[config.mk]
export PLATFORM = sky130hd
export DESIGN_NAME = fermat_primality_check_top
export DESIGN_NICKNAME = d
export VERILOG_FILES = /design/src/rtl/fpc_pkg.sv /design/src/rtl/fpc_datapath.sv /design/src/rtl/fpc_ctrl.sv /design/src/rtl/fermat_primality_check_top.sv
export VERILOG_INCLUDE_DIRS = /design/src /design/src/rtl
export SDC_FILE = /design/constraint.sdc
export NUM_CORES = 1
export LEC_CHECK = 0
export BUFFER_PORTS_ARGS = -buffer_cell sky130_fd_sc_hd__buf_2
export CAP_MARGIN = 20
export CORE_MARGIN = 4
export CORE_UTILIZATION = 55
export CTS_CLUSTER_DIAMETER = 30
export DETAILED_ROUTE_END_ITERATION = 10
export PLACE_DENSITY = 0.72
export SYNTH_ARGS = -nofsm -noshare
export SYNTH_HDL_FRONTEND = slang
export SYNTH_SLANG_ARGS = --single-unit
[constraint.sdc]
create_clock -name clk -period 7.3 [get_ports clk]
set_clock_uncertainty 0.2 [all_clocks]
set_input_delay 1.46 -clock clk [delete_from_list [all_inputs] [get_ports clk]]
set_output_delay 1.46 -clock clk [all_outputs]
set_load 0.02 [all_outputs]
[src/rtl/fermat_primality_check_top_assert.svh]
// ----------------------------------------------------------------------------
// fermat primality check assertion macros
// shared concurrent assertion forms, clocked on clk, held off during reset
// ----------------------------------------------------------------------------
`ifndef FERMAT_PRIMALITY_CHECK_TOP_ASSERT_SVH
`define FERMAT_PRIMALITY_CHECK_TOP_ASSERT_SVH

// same-cycle implication
`define FPC_ASSERT_NOW(label, ante, cons, msg) \
  label: assert property (@(posedge clk) disable iff (!rst_n) (ante) |-> (cons)) \
    else $error(msg);

// next-cycle implication
`define FPC_ASSERT_NEXT(label, ante, cons, msg) \
  label: assert property (@(posedge clk) disable iff (!rst_n) (ante) |=> (cons)) \
    else $error(msg);

`endif

[src/rtl/fpc_pkg.sv]
// ----------------------------------------------------------------------------
// fpc_pkg
// shared constants and controller/datapath command and status types
// ----------------------------------------------------------------------------
`default_nettype none

package fpc_pkg;

  localparam int OPERAND_BITS_DEF = 31;

  // which modular multiplication runs in the shared unit
  typedef enum logic [1:0] {
    MSEL_REDUCE = 2'd0,  // base mod n, as base * 1
    MSEL_ACC    = 2'd1,  // acc * base mod n
    MSEL_SQR    = 2'd2   // base * base mod n
  } msel_t;

  typedef struct packed {
    logic  load;       // capture a new input word
    logic  mul_start;  // latch operands, clear partial product
    logic  mul_step;   // one multiplier bit
    msel_t msel;       // operand select for mul_start
    logic  wb_base;    // product into base register
    logic  wb_acc;     // product into accumulator
    logic  exp_shift;  // next exponent bit
  } fpc_cmd_t;

  typedef struct packed {
    logic n_le_one;  // candidate at most one
    logic exp_lsb;   // current exponent bit
    logic pass;      // candidate above one and residue equals one
  } fpc_status_t;

endpackage

`default_nettype wire

[src/rtl/fpc_datapath.sv]
// ----------------------------------------------------------------------------
// fpc_datapath
// operand registers and a bit-serial interleaved modular multiplier
// ----------------------------------------------------------------------------
`default_nettype none

module fpc_datapath #(
  parameter int OPERAND_BITS = fpc_pkg::OPERAND_BITS_DEF
) (
  input  wire logic                    clk,
  input  wire logic [OPERAND_BITS-1:0] in_candidate,
  input  wire logic [OPERAND_BITS-1:0] in_witness_base,
  input  wire fpc_pkg::fpc_cmd_t       cmd,
  output fpc_pkg::fpc_status_t         status
);

  localparam int W = OPERAND_BITS;

  logic [W-1:0] n_r;
  logic [W-1:0] exp_r;
  logic [W-1:0] base_r;
  logic [W-1:0] acc_r;
  logic [W-1:0] prod_r;
  logic [W-1:0] x_r;
  logic [W-1:0] y_r;

  logic [W-1:0] x_sel;
  logic [W-1:0] y_sel;
  logic [W+1:0] t_sum;
  logic [W+1:0] n1;
  logic [W+1:0] n2;
  logic [W+1:0] t_red;

  // operand select
  always_comb begin
    case (cmd.msel)
      fpc_pkg::MSEL_REDUCE: begin
        x_sel = W'(1);
        y_sel = base_r;
      end
      fpc_pkg::MSEL_ACC: begin
        x_sel = base_r;
        y_sel = acc_r;
      end
      fpc_pkg::MSEL_SQR: begin
        x_sel = base_r;
        y_sel = base_r;
      end
      default: begin
        x_sel = base_r;
        y_sel = base_r;
      end
    endcase
  end

  // 2p + bit*x stays below 3n, so one of three candidates is the residue
  always_comb begin
    n1    = {2'b00, n_r};
    n2    = {1'b0, n_r, 1'b0};
    t_sum = {1'b0, prod_r, 1'b0} + (y_r[W-1] ? {2'b00, x_r} : '0);
    if (t_sum >= n2) begin
      t_red = t_sum - n2;
    end else if (t_sum >= n1) begin
      t_red = t_sum - n1;
    end else begin
      t_red = t_sum;
    end
  end

  always_ff @(posedge clk) begin
    if (cmd.load) begin
      n_r    <= in_candidate;
      base_r <= in_witness_base;
      exp_r  <= in_candidate - W'(1);
      acc_r  <= W'(1);
    end
    if (cmd.mul_start) begin
      x_r    <= x_sel;
      y_r    <= y_sel;
      prod_r <= '0;
    end
    if (cmd.mul_step) begin
      prod_r <= t_red[W-1:0];
      y_r    <= {y_r[W-2:0], 1'b0};
    end
    if (cmd.wb_base) begin
      base_r <= prod_r;
    end
    if (cmd.wb_acc) begin
      acc_r <= prod_r;
    end
    if (cmd.exp_shift) begin
      exp_r <= exp_r >> 1;
    end
  end

  always_comb begin
    status.n_le_one = (n_r <= W'(1));
    status.exp_lsb  = exp_r[0];
    status.pass     = (n_r > W'(1)) && (acc_r == W'(1));
  end

endmodule

`default_nettype wire

[src/rtl/fpc_ctrl.sv]
// ----------------------------------------------------------------------------
// fpc_ctrl
// sequencer for reduce, square-and-multiply and result handoff
// ----------------------------------------------------------------------------
`default_nettype none

module fpc_ctrl #(
  parameter int OPERAND_BITS = fpc_pkg::OPERAND_BITS_DEF
) (
  input  wire logic                 clk,
  input  wire logic                 rst_n,
  input  wire logic                 in_valid,
  output logic                      in_ready,
  output logic                      out_valid,
  input  wire logic                 out_ready,
  output logic                      out_probable_prime,
  output fpc_pkg::fpc_cmd_t         cmd,
  input  wire fpc_pkg::fpc_status_t status
);

  `include "fermat_primality_check_top_assert.svh"

  localparam int CW = $clog2(OPERAND_BITS);
  localparam logic [CW-1:0] LAST = CW'(OPERAND_BITS - 1);

  typedef enum logic [2:0] {
    ST_IDLE,
    ST_CHECK,
    ST_NEXT,
    ST_MUL,
    ST_WB,
    ST_DONE
  } state_t;

  state_t            state_r,   state_nxt;
  fpc_pkg::msel_t    phase_r,   phase_nxt;
  logic [CW-1:0]     bit_cnt_r, bit_cnt_nxt;
  logic [CW-1:0]     exp_cnt_r, exp_cnt_nxt;
  logic              out_valid_r, out_valid_nxt;
  logic              out_pp_r,    out_pp_nxt;

  always_comb begin
    state_nxt     = state_r;
    phase_nxt     = phase_r;
    bit_cnt_nxt   = bit_cnt_r;
    exp_cnt_nxt   = exp_cnt_r;
    out_valid_nxt = out_valid_r && !out_ready;
    out_pp_nxt    = out_pp_r;
    cmd           = '0;
    cmd.msel      = phase_r;

    case (state_r)
      ST_IDLE: begin
        if (in_valid) begin
          cmd.load  = 1'b1;
          state_nxt = ST_CHECK;
        end
      end
      ST_CHECK: begin
        if (status.n_le_one) begin
          state_nxt = ST_DONE;
        end else begin
          cmd.mul_start = 1'b1;
          cmd.msel      = fpc_pkg::MSEL_REDUCE;
          phase_nxt     = fpc_pkg::MSEL_REDUCE;
          bit_cnt_nxt   = LAST;
          state_nxt     = ST_MUL;
        end
      end
      ST_NEXT: begin
        cmd.mul_start = 1'b1;
        bit_cnt_nxt   = LAST;
        state_nxt     = ST_MUL;
        if (status.exp_lsb) begin
          cmd.msel  = fpc_pkg::MSEL_ACC;
          phase_nxt = fpc_pkg::MSEL_ACC;
        end else begin
          cmd.msel  = fpc_pkg::MSEL_SQR;
          phase_nxt = fpc_pkg::MSEL_SQR;
        end
      end
      ST_MUL: begin
        cmd.mul_step = 1'b1;
        bit_cnt_nxt  = bit_cnt_r - CW'(1);
        if (bit_cnt_r == '0) begin
          state_nxt = ST_WB;
        end
      end
      ST_WB: begin
        case (phase_r)
          fpc_pkg::MSEL_REDUCE: begin
            cmd.wb_base = 1'b1;
            exp_cnt_nxt = LAST;
            state_nxt   = ST_NEXT;
          end
          fpc_pkg::MSEL_ACC: begin
            // accumulate, then square the same base right away
            cmd.wb_acc    = 1'b1;
            cmd.mul_start = 1'b1;
            cmd.msel      = fpc_pkg::MSEL_SQR;
            phase_nxt     = fpc_pkg::MSEL_SQR;
            bit_cnt_nxt   = LAST;
            state_nxt     = ST_MUL;
          end
          default: begin
            cmd.wb_base   = 1'b1;
            cmd.exp_shift = 1'b1;
            exp_cnt_nxt   = exp_cnt_r - CW'(1);
            if (exp_cnt_r == '0) begin
              state_nxt = ST_DONE;
            end else begin
              state_nxt = ST_NEXT;
            end
          end
        endcase
      end
      ST_DONE: begin
        if (!out_valid_r || out_ready) begin
          out_valid_nxt = 1'b1;
          out_pp_nxt    = status.pass;
          state_nxt     = ST_IDLE;
        end
      end
      default: begin
        state_nxt = ST_IDLE;
      end
    endcase
  end

  always_ff @(posedge clk) begin
    if (!rst_n) begin
      state_r     <= ST_IDLE;
      phase_r     <= fpc_pkg::MSEL_REDUCE;
      bit_cnt_r   <= '0;
      exp_cnt_r   <= '0;
      out_valid_r <= 1'b0;
    end else begin
      state_r     <= state_nxt;
      phase_r     <= phase_nxt;
      bit_cnt_r   <= bit_cnt_nxt;
      exp_cnt_r   <= exp_cnt_nxt;
      out_valid_r <= out_valid_nxt;
    end
    out_pp_r <= out_pp_nxt;
  end

  assign in_ready           = (state_r == ST_IDLE);
  assign out_valid          = out_valid_r;
  assign out_probable_prime = out_pp_r;

  `FPC_ASSERT_NEXT(a_accept_checks, in_valid && in_ready, state_r == ST_CHECK,
                   "accepted word did not move to candidate check")
  `FPC_ASSERT_NEXT(a_mul_ends, state_r == ST_MUL && bit_cnt_r == '0, state_r == ST_WB,
                   "multiplier did not finish after its last bit")
  `FPC_ASSERT_NEXT(a_result_posted,
                   state_r == ST_DONE && (!out_valid_r || out_ready),
                   out_valid_r && state_r == ST_IDLE,
                   "finished result was not posted to the output register")
  `FPC_ASSERT_NOW(a_busy_no_accept, state_r != ST_IDLE, !cmd.load,
                  "new word captured while a test is running")

endmodule

`default_nettype wire

[src/rtl/fermat_primality_check_top.sv]
// ----------------------------------------------------------------------------
// fermat_primality_check_top
// one fermat round: witness_base^(candidate-1) mod candidate == 1
// ----------------------------------------------------------------------------
// a candidate of zero or one goes straight to the result; otherwise the run time grows
//   with OPERAND_BITS and with the number of set bits of candidate-1
// the run time is set by the bit-serial modular multiplier, one multiplier bit a cycle
// throughput: one word at a time; the next word is taken as soon as the result is
//   in the output register, even while it waits to be taken
// reset: synchronous active-low rst_n clears the sequencer and the output valid
`default_nettype none

module fermat_primality_check_top #(
  parameter int OPERAND_BITS = fpc_pkg::OPERAND_BITS_DEF
) (
  input  wire logic                    clk,
  input  wire logic                    rst_n,
  // input channel
  input  wire logic                    in_valid,
  output logic                         in_ready,
  input  wire logic [OPERAND_BITS-1:0] in_candidate,
  input  wire logic [OPERAND_BITS-1:0] in_witness_base,
  // result channel
  output logic                         out_valid,
  input  wire logic                    out_ready,
  output logic                         out_probable_prime
);

  // command and status between sequencer and datapath
  fpc_pkg::fpc_cmd_t    cmd;
  fpc_pkg::fpc_status_t status;

  // datapath: holds n, n-1 exponent, base, accumulator and the
  // shift-add multiplier that reduces 2p + bit*x below n every cycle
  fpc_datapath #(
    .OPERAND_BITS (OPERAND_BITS)
  ) u_datapath (
    .clk             (clk),
    .in_candidate    (in_candidate),
    .in_witness_base (in_witness_base),
    .cmd             (cmd),
    .status          (status)
  );

  // sequencer: base reduction, then per exponent bit an optional
  // multiply into acc followed by a squaring of base
  fpc_ctrl #(
    .OPERAND_BITS (OPERAND_BITS)
  ) u_ctrl (
    .clk                (clk),
    .rst_n              (rst_n),
    .in_valid           (in_valid),
    .in_ready           (in_ready),
    .out_valid          (out_valid),
    .out_ready          (out_ready),
    .out_probable_prime (out_probable_prime),
    .cmd                (cmd),
    .status             (status)
  );

endmodule

`default_nettype wire

==> results.json, run 1 <==
{
  "n_antenna_cell": 0,
  "yosys.area.top_type": "edfxtp_1",
  "cts_resized": 0,
  "rsz0062_at_grt": "no",
  "finalNetCount": 1852,
  "path_depth": 20,
  "fp.dieW_um": 177,
  "crit_buf_inv": 1,
  "dr.pass1.iters": 7,
  "worstHoldPathCells": 2,
  "max_stage_delay_ps": 700,
  "synthTopCellsByCount": "edfxtp_1, nand2_1, a21oi_1, ha_1, and2_1",
  "synth_most_common_cell": "edfxtp_1",
  "worst_slew_pin_slew_ps": 866,
  "synth-seq-cells": 234,
  "cts_tree": "built",
  "critical-path-top-delay-family": "simple AND/OR/NAND/NOR gates",
  "pre_cts_ws_ps": 988,
  "first_iter_violations": 1130,
  "cpMaxStageDelayCell": "edfxtp_1",
  "hold_path_end": "u_datapath.y_r[0]$_SDFFE_PP0P_",
  "post_cts_buffers": 0,
  "grt_max_degree": 66,
  "antenna_found_initial": 0,
  "boundaryPins": 69,
  "cp-end-kind": "flip-flop",
  "reg2reg_depth": 20,
  "final_antenna_net_count": 0,
  "ys_types": 72,
  "clk_pin_slew_ps": 50,
  "grt_pass1_wl_mm": 65.1,
  "coreArea_um2": 27900,
  "drc": 0,
  "clk_latency_ps": 570,
  "crit_required_ps": 7370,
  "fmax_mhz": 157,
  "path_cells": "and2_1 > ha_1 > fa_1 > a21oi_1 > o221a_2 > a22oi_2 > and4_1 > o311ai_0 > nand2_1 > xnor2_1 > ha_1 > and3_1 > nand2_1 > nor3_1 > nand3_1 > o21ai_0 > a21o_1 > buf_4 > mux2i_1 > o22ai_1",
  "cts_buffers": 52,
  "synthTopCellsByArea": "edfxtp_1, ha_1, nand2_1",
  "path_max_fanout": 31,
  "critical_path_class": "reg -> reg",
  "rrSetupSlack_ps": 940,
  "status": "finished clean",
  "synth_fp_nets": 1788,
  "seq_area_frac_synth": 0.437,
  "synth_top_area_frac": 0.414,
  "maxCapViolCount": 0,
  "hold_path.class": "reg -> reg",
  "relSlewSlack": 0.423,
  "timing.final.max_slew_violations": 0,
  "synth_ff_type": "edfxtp_1",
  "vias": 12600,
  "avgSynthCellArea_um2": 9.66,
  "synth_cells": 1622,
  "grt_use_total": 0.261,
  "async_flop_share": 0,
  "routed_via_density": 5.98,
  "wl_per_cell_um": 19.4,
  "synth_area_um2": 15700,
  "setup_violations": 0,
  "final_layout_size_suffix_gt1_frac": 0.121,
  "cts_htree_levels": 2,
  "dieArea_um2": 31200,
  "reg2reg_to": "u_datapath.prod_r[5]$_SDFFCE_PN0P_",
  "synth-warning-count": 0,
  "cts_num_sinks": 234,
  "dp_hpwl_mm": 30.5,
  "gp_congestion": 0.913,
  "die_h_um": 177,
  "critPathArrivalTime_ps": 6430,
  "fin_crit_sh": 0.872,
  "min_period_ps": 6360,
  "totalWireLength_mm": 41.0,
  "initial_core_util": 0.561,
  "timing_hold_violations_final": 0,
  "rows": 61,
  "fin_ws_ps": 936,
  "portBuffers": 68,
  "syn2layout_area_growth_pct": 15.7,
  "min_from": "u_datapath.y_r[0]$_SDFFE_PP0P_",
  "cts.path.max_buffers": 3,
  "startpoint_type": "flip-flop",
  "cts-root-buf": "clkbuf_16",
  "grt_pass1_vias": 12000,
  "overflow": 0,
  "cts_hold_buf": 0,
  "synth_edf_count": 216,
  "rr_startpoint": "u_datapath.y_r[30]$_DFFE_PP_",
  "tns_ps": 0
}
==> worst max path at each step <==
stage                                                     end                         start  slack, ps
after global placement    u_datapath.prod_r[25]$_SDFFCE_PN0P_  u_datapath.y_r[30]$_DFFE_PP_       1030
after detailed placement   u_datapath.prod_r[7]$_SDFFCE_PN0P_  u_datapath.y_r[30]$_DFFE_PP_        990
after CTS                 u_datapath.prod_r[11]$_SDFFCE_PN0P_  u_datapath.y_r[30]$_DFFE_PP_        950
after floorplan           u_datapath.prod_r[17]$_SDFFCE_PN0P_  u_datapath.y_r[30]$_DFFE_PP_       2010
after global routing      u_datapath.prod_r[11]$_SDFFCE_PN0P_  u_datapath.y_r[30]$_DFFE_PP_        400
final                      u_datapath.prod_r[5]$_SDFFCE_PN0P_  u_datapath.y_r[30]$_DFFE_PP_        940
==> cells by family (layout without fill, tap and decap cells) <==
group                      Yosys count  count (layout)  synth area share
xor gates and xnor gates           104             104            0.0582
and+or+nand+nor                    576             576             0.183
buffers and inverters              135             242            0.0340
muxes                               28              28            0.0179
AOI/OAI and AO/OA                  445             445             0.188
DFF                                234             234             0.437
adders and majority gates          100             100            0.0813
==> worst reg2reg max path: stages, from the launching register on <==
cell and delay, ps:
edfxtp_1 700, and2_1 290, ha_1 220, fa_1 400
a21oi_1 230, o221a_2 290, a22oi_2 140, and4_1 240
o311ai_0 430, nand2_1 130, xnor2_1 200, ha_1 380
and3_1 210, nand2_1 60, nor3_1 600, nand3_1 180
o21ai_0 310, a21o_1 130, buf_4 380, mux2i_1 260
o22ai_1 110
==> layout make-up <==
class	instances	area, um2
fillers	2336	9810
flip-flops and latches	234	6850
clock inverters	42	458
multi-input cells	1253	8300
well taps	378	473
repair buffers	85	488
clock buffers	55	1330
inverters	60	225
==> registers in the layout, indices dropped and copies added, names as in the netlist, 31 cells and up <==
register and count:
u_datapath.n_r 31, u_datapath.acc_r 31, u_datapath.y_r 31, u_datapath.base_r 31, u_datapath.exp_r 31, u_datapath.x_r 31
u_datapath.prod_r 31
==> stage by stage <==
stage	util	instances	hold WS (ps)	instance area [um2]
4_1_cts	0.648	2106	292	18100
3_3_place_gp	0.584	2009	267	16300
2_1_floorplan	-	1622	245	15700
3_5_place_dp	0.584	2009	282	16300
5_1_grt	0.649	2107	307	18100
6_report	0.649	2107	289	18100
==> routing by layer <==
metal | vias to the layer above | track usage | share of wire
met2 | 399 | 0.393 | 0.43
li1 | 6149 | - | -
met4 | 0 | 0.0977 | 0.037
met1 | 5969 | 0.386 | 0.48
met5 | - | 0 | 0
met3 | 79 | 0.0378 | 0.057
==> cells in the final DEF, fill, tap and decap left out, types with 30 or more instances in the layout <==
cell,n
edfxtp_1,216
nand2_1,193
a21oi_1,102
ha_1,97
and2_1,94
o21ai_0,90
nor2_1,85
a21o_1,70
buf_2,68
xnor2_1,66
inv_1,60
clkbuf_16,53
xor2_1,38
nand3_1,35
nor3_1,33
a22o_1,30
Power of run 1 is left out: the tool's default activity adds up to more than one toggle a clock period on the data nets, which glitch-free logic cannot reach.
==> inputs of run 2 (changes only) <==
GPL_TIMING_DRIVEN = 0   (was not set)
PLACE_DENSITY = not set   (was 0.72)
PLACE_DENSITY_LB_ADDON = 0.2   (was not set)
REMOVE_ABC_BUFFERS = 1   (was not set)
==> run 2 against run 1 <==
Compared with the run above:
- utilization decreased by 0.19 points
- critical path depth increased by 1
- design area down 0.29%
- first-iteration DRC count is 3.5% higher
- worst hold slack got worse by 4.5 ps
- sequential cell count did not move
- non-clock buffer count is 5 lower
- maximum frequency decreased by 7.8%
- clock-buffer cell count stayed put
- cell count decreased by 0.71%
==> results.json, run 2 (synthesized netlist as in run 1, its figures left out) <==
{
  "status": "finished clean",
  "grt_pass1_wl_mm": 64.2,
  "n_antenna_cell": 0,
  "dieArea_um2": 31200,
  "cp_common_cell": "a21oi_1",
  "dr.pass1.iters": 5,
  "antenna_found_initial": 0,
  "cts_htree_levels": 2,
  "worstHoldPathCells": 2,
  "postLayoutCoreUtil": 0.647,
  "nFillCells": 2333,
  "cts.path.max_buffers": 3,
  "fin_ws_ps": 400,
  "wl_per_cell_um": 19.2,
  "coreArea_um2": 27900,
  "fp.dieW_um": 177,
  "cts-root-buf": "clkbuf_16",
  "drc": 0,
  "grt_use_total": 0.255,
  "critPathArrivalTime_ps": 6930,
  "cpMaxStageDelayCell": "edfxtp_1",
  "top_layer": "met4",
  "cts_buffers": 48,
  "clk_pin_slew_ps": 50,
  "setup_violations": 0,
  "grt_pass1_vias": 11900,
  "boundaryPins": 69,
  "worst_slew_pin_slew_ps": 1020,
  "first_iter_violations": 1169,
  "relSlewSlack": 0.314,
  "clk_latency_ps": 550,
  "pre_cts_ws_ps": 105,
  "grt_max_degree": 65,
  "startpoint_type": "flip-flop",
  "critical_path_class": "reg -> reg",
  "dr_wl_met3_mm": 2.47,
  "rsz0062_at_grt": "no",
  "wl_met2_mm": 17.6,
  "rows": 61,
  "cts_num_sinks": 234,
  "finalNetCount": 1843,
  "fmax_mhz": 145,
  "initial_core_util": 0.561,
  "totalWireLength_mm": 40.3,
  "path_depth": 21,
  "timing_hold_violations_final": 0,
  "vias": 12700,
  "path_max_fanout": 31,
  "die_h_um": 177,
  "crit_buf_inv": 1,
  "fin_crit_sh": 0.945,
  "final_common_cell": "edfxtp_1",
  "min_period_ps": 6900,
  "hold_path.class": "reg -> reg",
  "routed_via_density": 6.09,
  "cp-end-kind": "flip-flop",
  "final_cell_mix": "edfxtp_1, nand2_1, a21oi_1, ha_1, and2_1",
  "portBuffers": 68,
  "whs_ps": 284,
  "cts_tree": "built",
  "crit_required_ps": 7330,
  "route.layer.met1.wl_mm": 19.4,
  "max_stage_delay_ps": 750,
  "overflow": 0,
  "final_layout_size_suffix_gt1_frac": 0.116,
  "critical-path-top-delay-family": "compound AO/OA/AOI/OAI gates",
  "syn2layout_area_growth_pct": 15.4,
  "dp_hpwl_mm": 29.6,
  "gp_congestion": 0.987,
  "final_antenna_net_count": 0,
  "path_cells": "and2_1 > ha_1 > fa_1 > a21oi_1 > o221a_2 > a22oi_2 > and4_1 > o311ai_0 > nand2_1 > xnor2_1 > ha_1 > or2_2 > a21oi_1 > a21oi_1 > a221o_1 > a21oi_1 > o21ai_0 > a21o_2 > buf_16 > mux2i_1 > o22ai_1",
  "reg2reg_depth": 21,
  "timing.final.max_slew_violations": 0,
  "tns_ps": 0,
  "post_cts_buffers": 0,
  "maxCapViolCount": 0
}
[run 2: cell types whose count changed in the layout (fill, tap and decap cells not counted), moves of 4 or more]
cell	change
buf_16	+4
buf_4	-15
clkbuf_16	-4
clkinv_2	+7
clkinv_4	-6
inv_6	-10
[run 2: what timing repair did]
item | in CTS | in global routing
hold buffers | 0 | 0
endpoints found under the hold margin | 0 | 0
gates resized for setup | 0 | 4
setup endpoints to repair | 0 | 30
[run 2: worst paths after layout]
kind | startpoint | to | slack [ps]
worst max-delay path | u_datapath.y_r[30]$_DFFE_PP_ | u_datapath.prod_r[25]$_SDFFCE_PN0P_ | 400
worst min-delay path | u_datapath.y_r[0]$_SDFFE_PP0P_ | u_datapath.y_r[0]$_SDFFE_PP0P_ | 280
worst max register to register | u_datapath.y_r[30]$_DFFE_PP_ | u_datapath.prod_r[25]$_SDFFCE_PN0P_ | 400
worst min register to register | u_datapath.y_r[0]$_SDFFE_PP0P_ | u_datapath.y_r[0]$_SDFFE_PP0P_ | 280
[run 2: final cells by class]
class	instances	area (um2)	area share
Timing Repair Buffer	80	578	0.0320
Tap cell	378	473	0.0262
Clock inverter	32	357	0.0197
Sequential cell	234	6850	0.379
Inverter	60	225	0.0125
Clock buffer	55	1270	0.0702
Multi-Input combinational cell	1253	8330	0.461
[run 2: metal layers]
metal,vias to the layer above,global-route usage
met1,6090,0.385
met2,451,0.390
met5,-,0
met3,48,0.0350
met4,0,0.0625
li1,6141,-
[run 2: worst min-delay path, delay by kind of cell (launching register included)]
kind	cells	cell delay, ps
DFF	1	310
and+or+nand+nor	1	60
AOI/OAI and AO/OA	1	60
[run 2: stage by stage]
stage,instance area (um2),cells
after global routing,18100,2092
after CTS,18100,2092
after floorplan,15400,1547
after detailed placement,16400,2005
final,18100,2092
after global placement,16200,1993
Power of run 2 is left out for the same reason.
